### src/sv/assert_macros.svh
// ----------------------------------------------------------------------------
// assert_macros.svh
// Assertion helpers shared by the coder RTL; all use clk and rst_n.
// ----------------------------------------------------------------------------
`ifndef ASSERT_MACROS_SVH
`define ASSERT_MACROS_SVH

// Same-cycle implication, disabled during reset.
`define SDX_ASSERT_IMP(label, ante, cons) \
    label: assert property (@(posedge clk) disable iff (!rst_n) (ante) |-> (cons)) \
        else $error("assertion failed");

// Next-cycle implication, disabled during reset.
`define SDX_ASSERT_NXT(label, ante, cons) \
    label: assert property (@(posedge clk) disable iff (!rst_n) (ante) |=> (cons)) \
        else $error("assertion failed");

`endif

### src/sv/sdx_pkg.sv
// ----------------------------------------------------------------------------
// sdx_pkg
// Types, letter code table and constants for the Soundex word coder.
// ----------------------------------------------------------------------------
package sdx_pkg;

    localparam int CODE_LEN = 3;

    localparam logic [7:0] CHAR_A = 8'h61;
    localparam logic [7:0] CHAR_Z = 8'h7a;
    localparam logic [2:0] NO_DIGIT = 3'd0;

    // Digit for each letter a..z; zero means the letter gives no digit.
    localparam logic [2:0] LETTER_CODE [26] = '{
        3'd0, 3'd1, 3'd2, 3'd3, 3'd0, 3'd1, 3'd2, 3'd0, 3'd0, 3'd2, 3'd2, 3'd4, 3'd5,
        3'd5, 3'd0, 3'd1, 3'd2, 3'd6, 3'd2, 3'd3, 3'd0, 3'd1, 3'd0, 3'd2, 3'd0, 3'd2
    };

    typedef struct packed {
        logic [7:0] letter;
        logic       word_end;
    } in_item_t;

    typedef struct packed {
        logic [7:0] first_char;
        logic [2:0] digit_one;
        logic [2:0] digit_two;
        logic [2:0] digit_three;
    } result_t;

    function automatic logic [2:0] map_letter(input logic [7:0] c);
        logic [7:0] offs;
        offs = c - CHAR_A;
        if (c >= CHAR_A && c <= CHAR_Z)
            return LETTER_CODE[offs[4:0]];
        return NO_DIGIT;
    endfunction

endpackage

### src/sv/sdx_in_stage.sv
// ----------------------------------------------------------------------------
// sdx_in_stage
// Input register: holds one item until the coder takes it.
// ----------------------------------------------------------------------------
module sdx_in_stage
    import sdx_pkg::*;
(
    input  logic     clk,
    input  logic     rst_n,
    input  logic     in_valid,
    output logic     in_ready,
    input  in_item_t in_item,
    output logic     item_valid,
    input  logic     item_take,
    output in_item_t item
);

    logic     valid_reg;
    logic     valid_next;
    in_item_t item_reg;

    assign in_ready   = !valid_reg || item_take;
    assign valid_next = (in_valid && in_ready) ? 1'b1 : (item_take ? 1'b0 : valid_reg);

    always_ff @(posedge clk or negedge rst_n)
    begin
        if (!rst_n)
        begin
            valid_reg <= 1'b0;
        end
        else
        begin
            valid_reg <= valid_next;
        end
    end

    always_ff @(posedge clk)
    begin
        if (in_valid && in_ready)
        begin
            item_reg <= in_item;
        end
    end

    assign item_valid = valid_reg;
    assign item       = item_reg;

endmodule

### src/sv/sdx_coder.sv
// ----------------------------------------------------------------------------
// sdx_coder
// Word state and per-letter coding: map, merge, store, emit on the last item.
// ----------------------------------------------------------------------------
`include "assert_macros.svh"

module sdx_coder
    import sdx_pkg::*;
(
    input  logic     clk,
    input  logic     rst_n,
    input  logic     item_valid,
    output logic     item_take,
    input  in_item_t item,
    input  logic     res_ready,
    output logic     res_valid,
    output result_t  res
);

    logic       start_reg,  start_next;
    logic [7:0] first_reg,  first_next;
    logic [2:0] prior_reg,  prior_next;
    logic [1:0] count_reg,  count_next;
    logic [2:0] digits_reg  [CODE_LEN];
    logic [2:0] digits_next [CODE_LEN];
    logic [2:0] code;
    logic       store;

    // A mid-word item never needs the output slot.
    assign item_take = item_valid && (!item.word_end || res_ready);
    assign res_valid = item_valid && item.word_end && res_ready;
    assign code      = map_letter(item.letter);
    assign store     = !start_reg && (code != NO_DIGIT) && (code != prior_reg)
                       && (count_reg < 2'(CODE_LEN));

    always_comb
    begin
        start_next = start_reg;
        first_next = first_reg;
        prior_next = prior_reg;
        count_next = count_reg;
        for (int i = 0; i < CODE_LEN; i++)
        begin
            digits_next[i] = digits_reg[i];
        end

        if (start_reg)
        begin
            first_next = item.letter;
            start_next = 1'b0;
        end
        else if (code != NO_DIGIT)
        begin
            prior_next = code;
            if (store)
            begin
                for (int i = 0; i < CODE_LEN; i++)
                begin
                    if (count_reg == 2'(i))
                        digits_next[i] = code;
                end
                count_next = count_reg + 2'd1;
            end
        end

        res.first_char  = first_next;
        res.digit_one   = digits_next[0];
        res.digit_two   = digits_next[1];
        res.digit_three = digits_next[2];

        // Drop the word state once its code goes out.
        if (item.word_end)
        begin
            start_next = 1'b1;
            first_next = 8'd0;
            prior_next = NO_DIGIT;
            count_next = 2'd0;
            for (int i = 0; i < CODE_LEN; i++)
            begin
                digits_next[i] = NO_DIGIT;
            end
        end
    end

    always_ff @(posedge clk or negedge rst_n)
    begin
        if (!rst_n)
        begin
            start_reg <= 1'b1;
            first_reg <= 8'd0;
            prior_reg <= NO_DIGIT;
            count_reg <= 2'd0;
            for (int i = 0; i < CODE_LEN; i++)
            begin
                digits_reg[i] <= NO_DIGIT;
            end
        end
        else if (item_take)
        begin
            start_reg <= start_next;
            first_reg <= first_next;
            prior_reg <= prior_next;
            count_reg <= count_next;
            for (int i = 0; i < CODE_LEN; i++)
            begin
                digits_reg[i] <= digits_next[i];
            end
        end
    end

    `SDX_ASSERT_NXT(a_clear_after_word, item_take && item.word_end, start_reg && count_reg == 2'd0)
    `SDX_ASSERT_IMP(a_count_matches_digits, 1'b1, (count_reg != 2'd0) == (digits_reg[0] != NO_DIGIT))
    `SDX_ASSERT_IMP(a_no_repeat_digit, count_reg >= 2'd2, digits_reg[0] != digits_reg[1])
    `SDX_ASSERT_IMP(a_start_empty, start_reg, count_reg == 2'd0 && prior_reg == NO_DIGIT)

endmodule

### src/sv/sdx_out_stage.sv
// ----------------------------------------------------------------------------
// sdx_out_stage
// Result register: holds a finished code until the sink takes it.
// ----------------------------------------------------------------------------
module sdx_out_stage
    import sdx_pkg::*;
(
    input  logic    clk,
    input  logic    rst_n,
    input  logic    res_valid,
    output logic    res_ready,
    input  result_t res,
    output logic    out_valid,
    input  logic    out_ready,
    output result_t out_res
);

    logic    valid_reg;
    logic    valid_next;
    result_t res_reg;

    assign res_ready  = !valid_reg || out_ready;
    assign valid_next = res_valid ? 1'b1 : ((valid_reg && out_ready) ? 1'b0 : valid_reg);

    always_ff @(posedge clk or negedge rst_n)
    begin
        if (!rst_n)
        begin
            valid_reg <= 1'b0;
        end
        else
        begin
            valid_reg <= valid_next;
        end
    end

    always_ff @(posedge clk)
    begin
        if (res_valid)
        begin
            res_reg <= res;
        end
    end

    assign out_valid = valid_reg;
    assign out_res   = res_reg;

endmodule

### src/sv/soundex_encoder_top.sv
// ----------------------------------------------------------------------------
// soundex_encoder_top
// Streaming Soundex coder: one letter per item, one code per word.
// ----------------------------------------------------------------------------
// Throughput: one letter per cycle while the sink keeps m_axis_tready high.
// A word's last letter waits in the input register; its code is then held in the result register.
// A last letter is held in the input register while an untaken code fills the
// result register; mid-word letters never wait on the sink.
// Reset (rst_n low, asynchronous) empties both stages and starts a new word.
// ----------------------------------------------------------------------------
module soundex_encoder_top
    import sdx_pkg::*;
(
    input  logic        clk,
    input  logic        rst_n,
    input  logic        s_axis_tvalid,
    output logic        s_axis_tready,
    input  logic [7:0]  s_axis_tdata,   // [7:0] letter
    input  logic        s_axis_tlast,   // word_end
    output logic        m_axis_tvalid,
    input  logic        m_axis_tready,
    output logic [23:0] m_axis_tdata    // [7:0] first_char, [10:8] digit_one,
                                        // [13:11] digit_two, [16:14] digit_three
);

    in_item_t in_item;
    in_item_t item;
    logic     item_valid;
    logic     item_take;
    logic     res_valid;
    logic     res_ready;
    result_t  res;
    result_t  out_res;

    assign in_item.letter   = s_axis_tdata;
    assign in_item.word_end = s_axis_tlast;

    sdx_in_stage u_in_stage (
        .clk        (clk),
        .rst_n      (rst_n),
        .in_valid   (s_axis_tvalid),
        .in_ready   (s_axis_tready),
        .in_item    (in_item),
        .item_valid (item_valid),
        .item_take  (item_take),
        .item       (item)
    );

    sdx_coder u_coder (
        .clk        (clk),
        .rst_n      (rst_n),
        .item_valid (item_valid),
        .item_take  (item_take),
        .item       (item),
        .res_ready  (res_ready),
        .res_valid  (res_valid),
        .res        (res)
    );

    sdx_out_stage u_out_stage (
        .clk       (clk),
        .rst_n     (rst_n),
        .res_valid (res_valid),
        .res_ready (res_ready),
        .res       (res),
        .out_valid (m_axis_tvalid),
        .out_ready (m_axis_tready),
        .out_res   (out_res)
    );

    assign m_axis_tdata = {7'd0, out_res.digit_three, out_res.digit_two,
                           out_res.digit_one, out_res.first_char};

endmodule

### config.mk
export PLATFORM = sky130hd
export DESIGN_NAME = soundex_encoder_top
export DESIGN_NICKNAME = d
export VERILOG_FILES = /design/src/sv/sdx_pkg.sv /design/src/sv/sdx_in_stage.sv /design/src/sv/sdx_coder.sv /design/src/sv/sdx_out_stage.sv /design/src/sv/soundex_encoder_top.sv
export VERILOG_INCLUDE_DIRS = /design/src /design/src/sv
export SDC_FILE = /design/constraint.sdc
export NUM_CORES = 1
export LEC_CHECK = 0
export ABC_AREA = 1
export BUFFER_PORTS_ARGS = -buffer_cell sky130_fd_sc_hd__buf_4
export CAP_MARGIN = 5
export CELL_PAD_IN_SITES_DETAIL_PLACEMENT = 0
export CELL_PAD_IN_SITES_GLOBAL_PLACEMENT = 1
export CORE_MARGIN = 3
export CORE_UTILIZATION = 30
export DETAILED_ROUTE_END_ITERATION = 12
export PLACE_DENSITY = 0.59
export SYNTH_ARGS = -nofsm -noshare
export SYNTH_HDL_FRONTEND = slang
export SYNTH_HIERARCHICAL = 1
export SYNTH_SLANG_ARGS = --single-unit
### constraint.sdc
create_clock -name clk -period 4.51 [get_ports clk]
set_input_delay 0.451 -clock clk [delete_from_list [all_inputs] [get_ports clk]]
set_output_delay 0.451 -clock clk [all_outputs]
set_load 0.02 [all_outputs]
==> results summary <==
The run finished with clean final reports. The worst slew margin relative to its limit came out at 0.296. The worst-case IR drop observed on VDD is roughly 160 uV. The boundary pin count came out at 39. The overall power of the completed layout came out at approximately 1100 uW. The routed wirelength normalized by instance count came out at between 10 and 15 um. The kind of cell adding the most delay to the critical path is simple AND/OR/NAND/NOR gates. The global-route wire length before repair is roughly 10 mm. The effective utilization at floorplan is 0.312. Leaving out fill and tap cells, the most frequent cells in the layout are sky130_fd_sc_hd__nand2_1 (96), sky130_fd_sc_hd__inv_1 (42), sky130_fd_sc_hd__buf_4 (32), sky130_fd_sc_hd__nand3_1 (32), sky130_fd_sc_hd__edfxtp_1 (26). The fraction of power spent switching nets came out at 0.327. The detailed router's first-iteration violation count came out at 74. The startpoint type of the worst setup path is a flip-flop. The final estimated routing congestion in global placement is 0.743. At the worst endpoint, the required time is between 4000 and 5000 ps.

The via density per instance came out at 4.47. The via count of the first global-routing pass was ~2100. The final number of hold-violating endpoints is 0.

The routed wire length is around 5.7 mm. The pin count of the biggest net entering global routing is 26. The number of H-tree levels is 2. The worst register-to-register path has a setup slack of between 1500 and 2000 ps. The post-layout net count is around 380. The fraction of the mapped netlist area in compound gates came out at 0.0619.

Buffers inserted to repair hold after CTS numbered 0. After global routing the overflow that remains totals 0. The final worst clock skew came out at 10.6 ps. Of the total synthesized cell area, the portion taken by XOR and XNOR cells is 0. The most used cell along the critical path is sky130_fd_sc_hd__nand2_1.

The count of warnings emitted by yosys came out at 6. Of the total synthesized cell area, the portion taken by AND, OR, NAND and NOR gates is 0.295. The final critical-path required period came out at roughly 2600 ps. The share of the Yosys chip area taken by registers is 0.512. The initial antenna violation count is 0. The internal portion of the total power is approximately 740 uW. Leaving out fill and tap cells, the most frequent cell in the layout is sky130_fd_sc_hd__nand2_1. Post-CTS timing repair inserted 0 buffers for setup.

The worst register-to-register path begins at u_in_stage/item[1]. For this design the total switching power over the nets is 362 uW. The estimated wirelength of the detail-placed design came out at 4.23 mm.

The count of max-cap constraint violations came out at 0. Compared with the post-synthesis result, the final layout area differs by 15.3%. The slew at the pin with the worst max-slew slack came out at roughly 1100 ps.

The number of buffers inserted during clock tree synthesis is 5. For this design the static power due to leakage is around 0.0016 uW. At the placement stage, the worst setup path has a slack of about 1800 ps. The worst reg2reg path depth is 17. In this run the vertical extent of the chip is just over 100 um. For this run, the slowest stage of the critical path takes ~450 ps. Of the available clock period, the critical path in the final layout requires 0.585.

The final-layout fill cell count came out at between 900 and 1000. The global-route total usage across every layer came out at 0.123. The flip-flop count of the largest register, all copies and words added is 17.

CTS placed an instance of sky130_fd_sc_hd__clkbuf_8 at the clock tree root. By area, the combinational part of the netlist is dominated by simple AND/OR/NAND/NOR gates. The final routed DRC violation total is 0. The part of the power in the clock network is 0.236. The endpoint class of the critical path is a flip-flop. Counting along the longest clock path gives a buffer depth of 2. 0 antenna diodes ended up in the layout.

The detailed router placed approximately 2100 vias in this run. The largest individual stage delay along the critical path comes from the cell sky130_fd_sc_hd__edfxtp_1. The final-report max-slew violation count came out at 0. Counting buffers and inverters, the worst setup path is 17 cells deep.

In this run the worst hold path is classified as in -> async. The clock insertion delay at the later pin of the skew report came out at approximately 300 ps. The x dimension of the die came out at just over 100 um.

Traced cell by cell, the critical path runs through inv_1, ha_1, inv_2, nand2_1, nand2_1, nor2_1, nand3_1, nand2_1, nand2_2, nand2_1, nand2_1, clkinv_1, nand3_4, nand2_4, nand2_1, nand2_1, inv_1. Setup repair after global routing left no endpoint under its margin. The post-CTS resize count came out at 0. The worst setup path is of the reg -> reg kind. The average cell area after synthesis is 8.59 um2. The number of rows in the core area is 34. In the final layout, the share of cells above drive strength 1 is 0.214. The count of nets left with antenna violations once routing finished came out at 0. The relative contribution of combinational cells to total power came out at 0.240. The peak clock frequency supported by timing is around 380 MHz. The clock slew seen by the registers of the worst setup and hold paths came out at approximately 100 ps. The number of storage elements in the synthesis netlist is just over 50. Setup slack on the critical path of the routed design comes to between 1500 and 2000 ps. At the worst endpoint, the arrival time is about 2700 ps. The TritonCTS sink count is 51.

The die outline area came out at 10300 um2. The number of cells produced by synthesis came out at 320. The synthesized netlist contains 26 unique library cells.

The floorplan step defined a core boundary enclosing 8810 um2. In this run the power density over the cells is about 350 nW/um2. The mux share of post-synthesis cell area came out at 0.

The share of the core filled with cells is 0.360. The first-pass iteration count of the detailed router is 4. TritonCTS built the clock tree. The endpoint identified for the worst register-to-register timing path is u_out_stage/out_res[4]. Of the total synthesized cell area, the portion taken by full adders, half adders and majority gates is 0.0410. Setup violations remaining at the end of the flow were counted as 0. The buffers plus inverters on the worst setup path is 4. The sum of negative setup slack came out at 0 ps. The count of buffers from port buffering is 31. The maximum net fanout on the critical path is 10. The share of total power dissipated in sequential elements is 0.523.

The synthesized area came out at around 2700 um2.
## through the flow
step / hold slack [ps] / instances / area, um2
floorplan: 155 / 326 / 2770
global placement: 391 / 455 / 3080
detailed placement: 389 / 455 / 3080
CTS: 51.9 / 463 / 3170
global route: 52.2 / 463 / 3170
finish: 51.2 / 463 / 3170
## worst register-to-register path, stage by stage (launching register included)
cell	delay, ps
sky130_fd_sc_hd__edfxtp_1	450
sky130_fd_sc_hd__inv_1	230
sky130_fd_sc_hd__ha_1	310
sky130_fd_sc_hd__inv_2	50
sky130_fd_sc_hd__nand2_1	110
sky130_fd_sc_hd__nand2_1	120
sky130_fd_sc_hd__nor2_1	100
sky130_fd_sc_hd__nand3_1	80
sky130_fd_sc_hd__nand2_1	110
sky130_fd_sc_hd__nand2_2	110
sky130_fd_sc_hd__nand2_1	80
sky130_fd_sc_hd__nand2_1	50
sky130_fd_sc_hd__clkinv_1	60
sky130_fd_sc_hd__nand3_4	140
sky130_fd_sc_hd__nand2_4	210
sky130_fd_sc_hd__nand2_1	90
sky130_fd_sc_hd__nand2_1	80
sky130_fd_sc_hd__inv_1	40
## how the worst max path moves through the flow
stage                  startpoint                     end  slack (ps)
6_report       u_in_stage/item[1]  u_out_stage/out_res[4]        1870
4_1_cts        u_in_stage/item[1]  u_out_stage/out_res[4]        1830
3_3_place_gp   u_in_stage/item[2]  u_out_stage/out_res[7]        1910
2_1_floorplan  u_in_stage/item[1]  u_out_stage/out_res[1]        2230
5_1_grt        u_in_stage/item[1]  u_out_stage/out_res[1]        1470
3_5_place_dp   u_in_stage/item[1]  u_out_stage/out_res[4]        1850
## area by class of cell
class	count	area, um2	area share
Tap cell	108	135	0.0427
Clock buffer	6	72.6	0.0229
Inverter	47	176	0.0557
Multi-Input combinational cell	217	1120	0.354
Timing Repair Buffer	32	240	0.0759
Clock inverter	2	13.8	0.00435
Sequential cell	51	1410	0.444
## metal layers
| layer | track usage | wire [um] |
|---|---|---|
| met5 | 0 | 0 |
| met2 | 0.198 | 2660 |
| met4 | 0.0348 | 57 |
| met1 | 0.167 | 2770 |
| met3 | 0.0269 | 232 |
## cell usage after synthesis, drive strengths merged
cell / count / area share
o21bai: 1 / 0.0027
o21ai: 26 / 0.047
nor2: 11 / 0.022
conb: 1 / 0.0014
nand3: 37 / 0.079
a21oi: 2 / 0.0050
o22ai: 3 / 0.0068
dfstp: 1 / 0.0096
or2: 1 / 0.0023
clkinv: 1 / 0.0014
ha: 9 / 0.041
nand2: 118 / 0.19
buf: 7 / 0.019
dfrtp: 24 / 0.22
nand4: 2 / 0.0046
clkbuf: 4 / 0.0055
edfxtp: 26 / 0.28
inv: 46 / 0.063
## power by group through the flow
stage	Combinational, uW	Sequential, uW	Clock [uW]
floorplan	170	600	0
global placement	269	590	0
detailed placement	270	589	0
CTS	271	579	272
global route	308	588	296
finish	266	579	262
## logic make-up after synthesis
logic type	after synthesis
fa+ha+maj	9
flops	51
simple gates	169
buf+inv	58
other cells	1
compound gates	32
No activity file was read; power rests on OpenSTA's default activity.
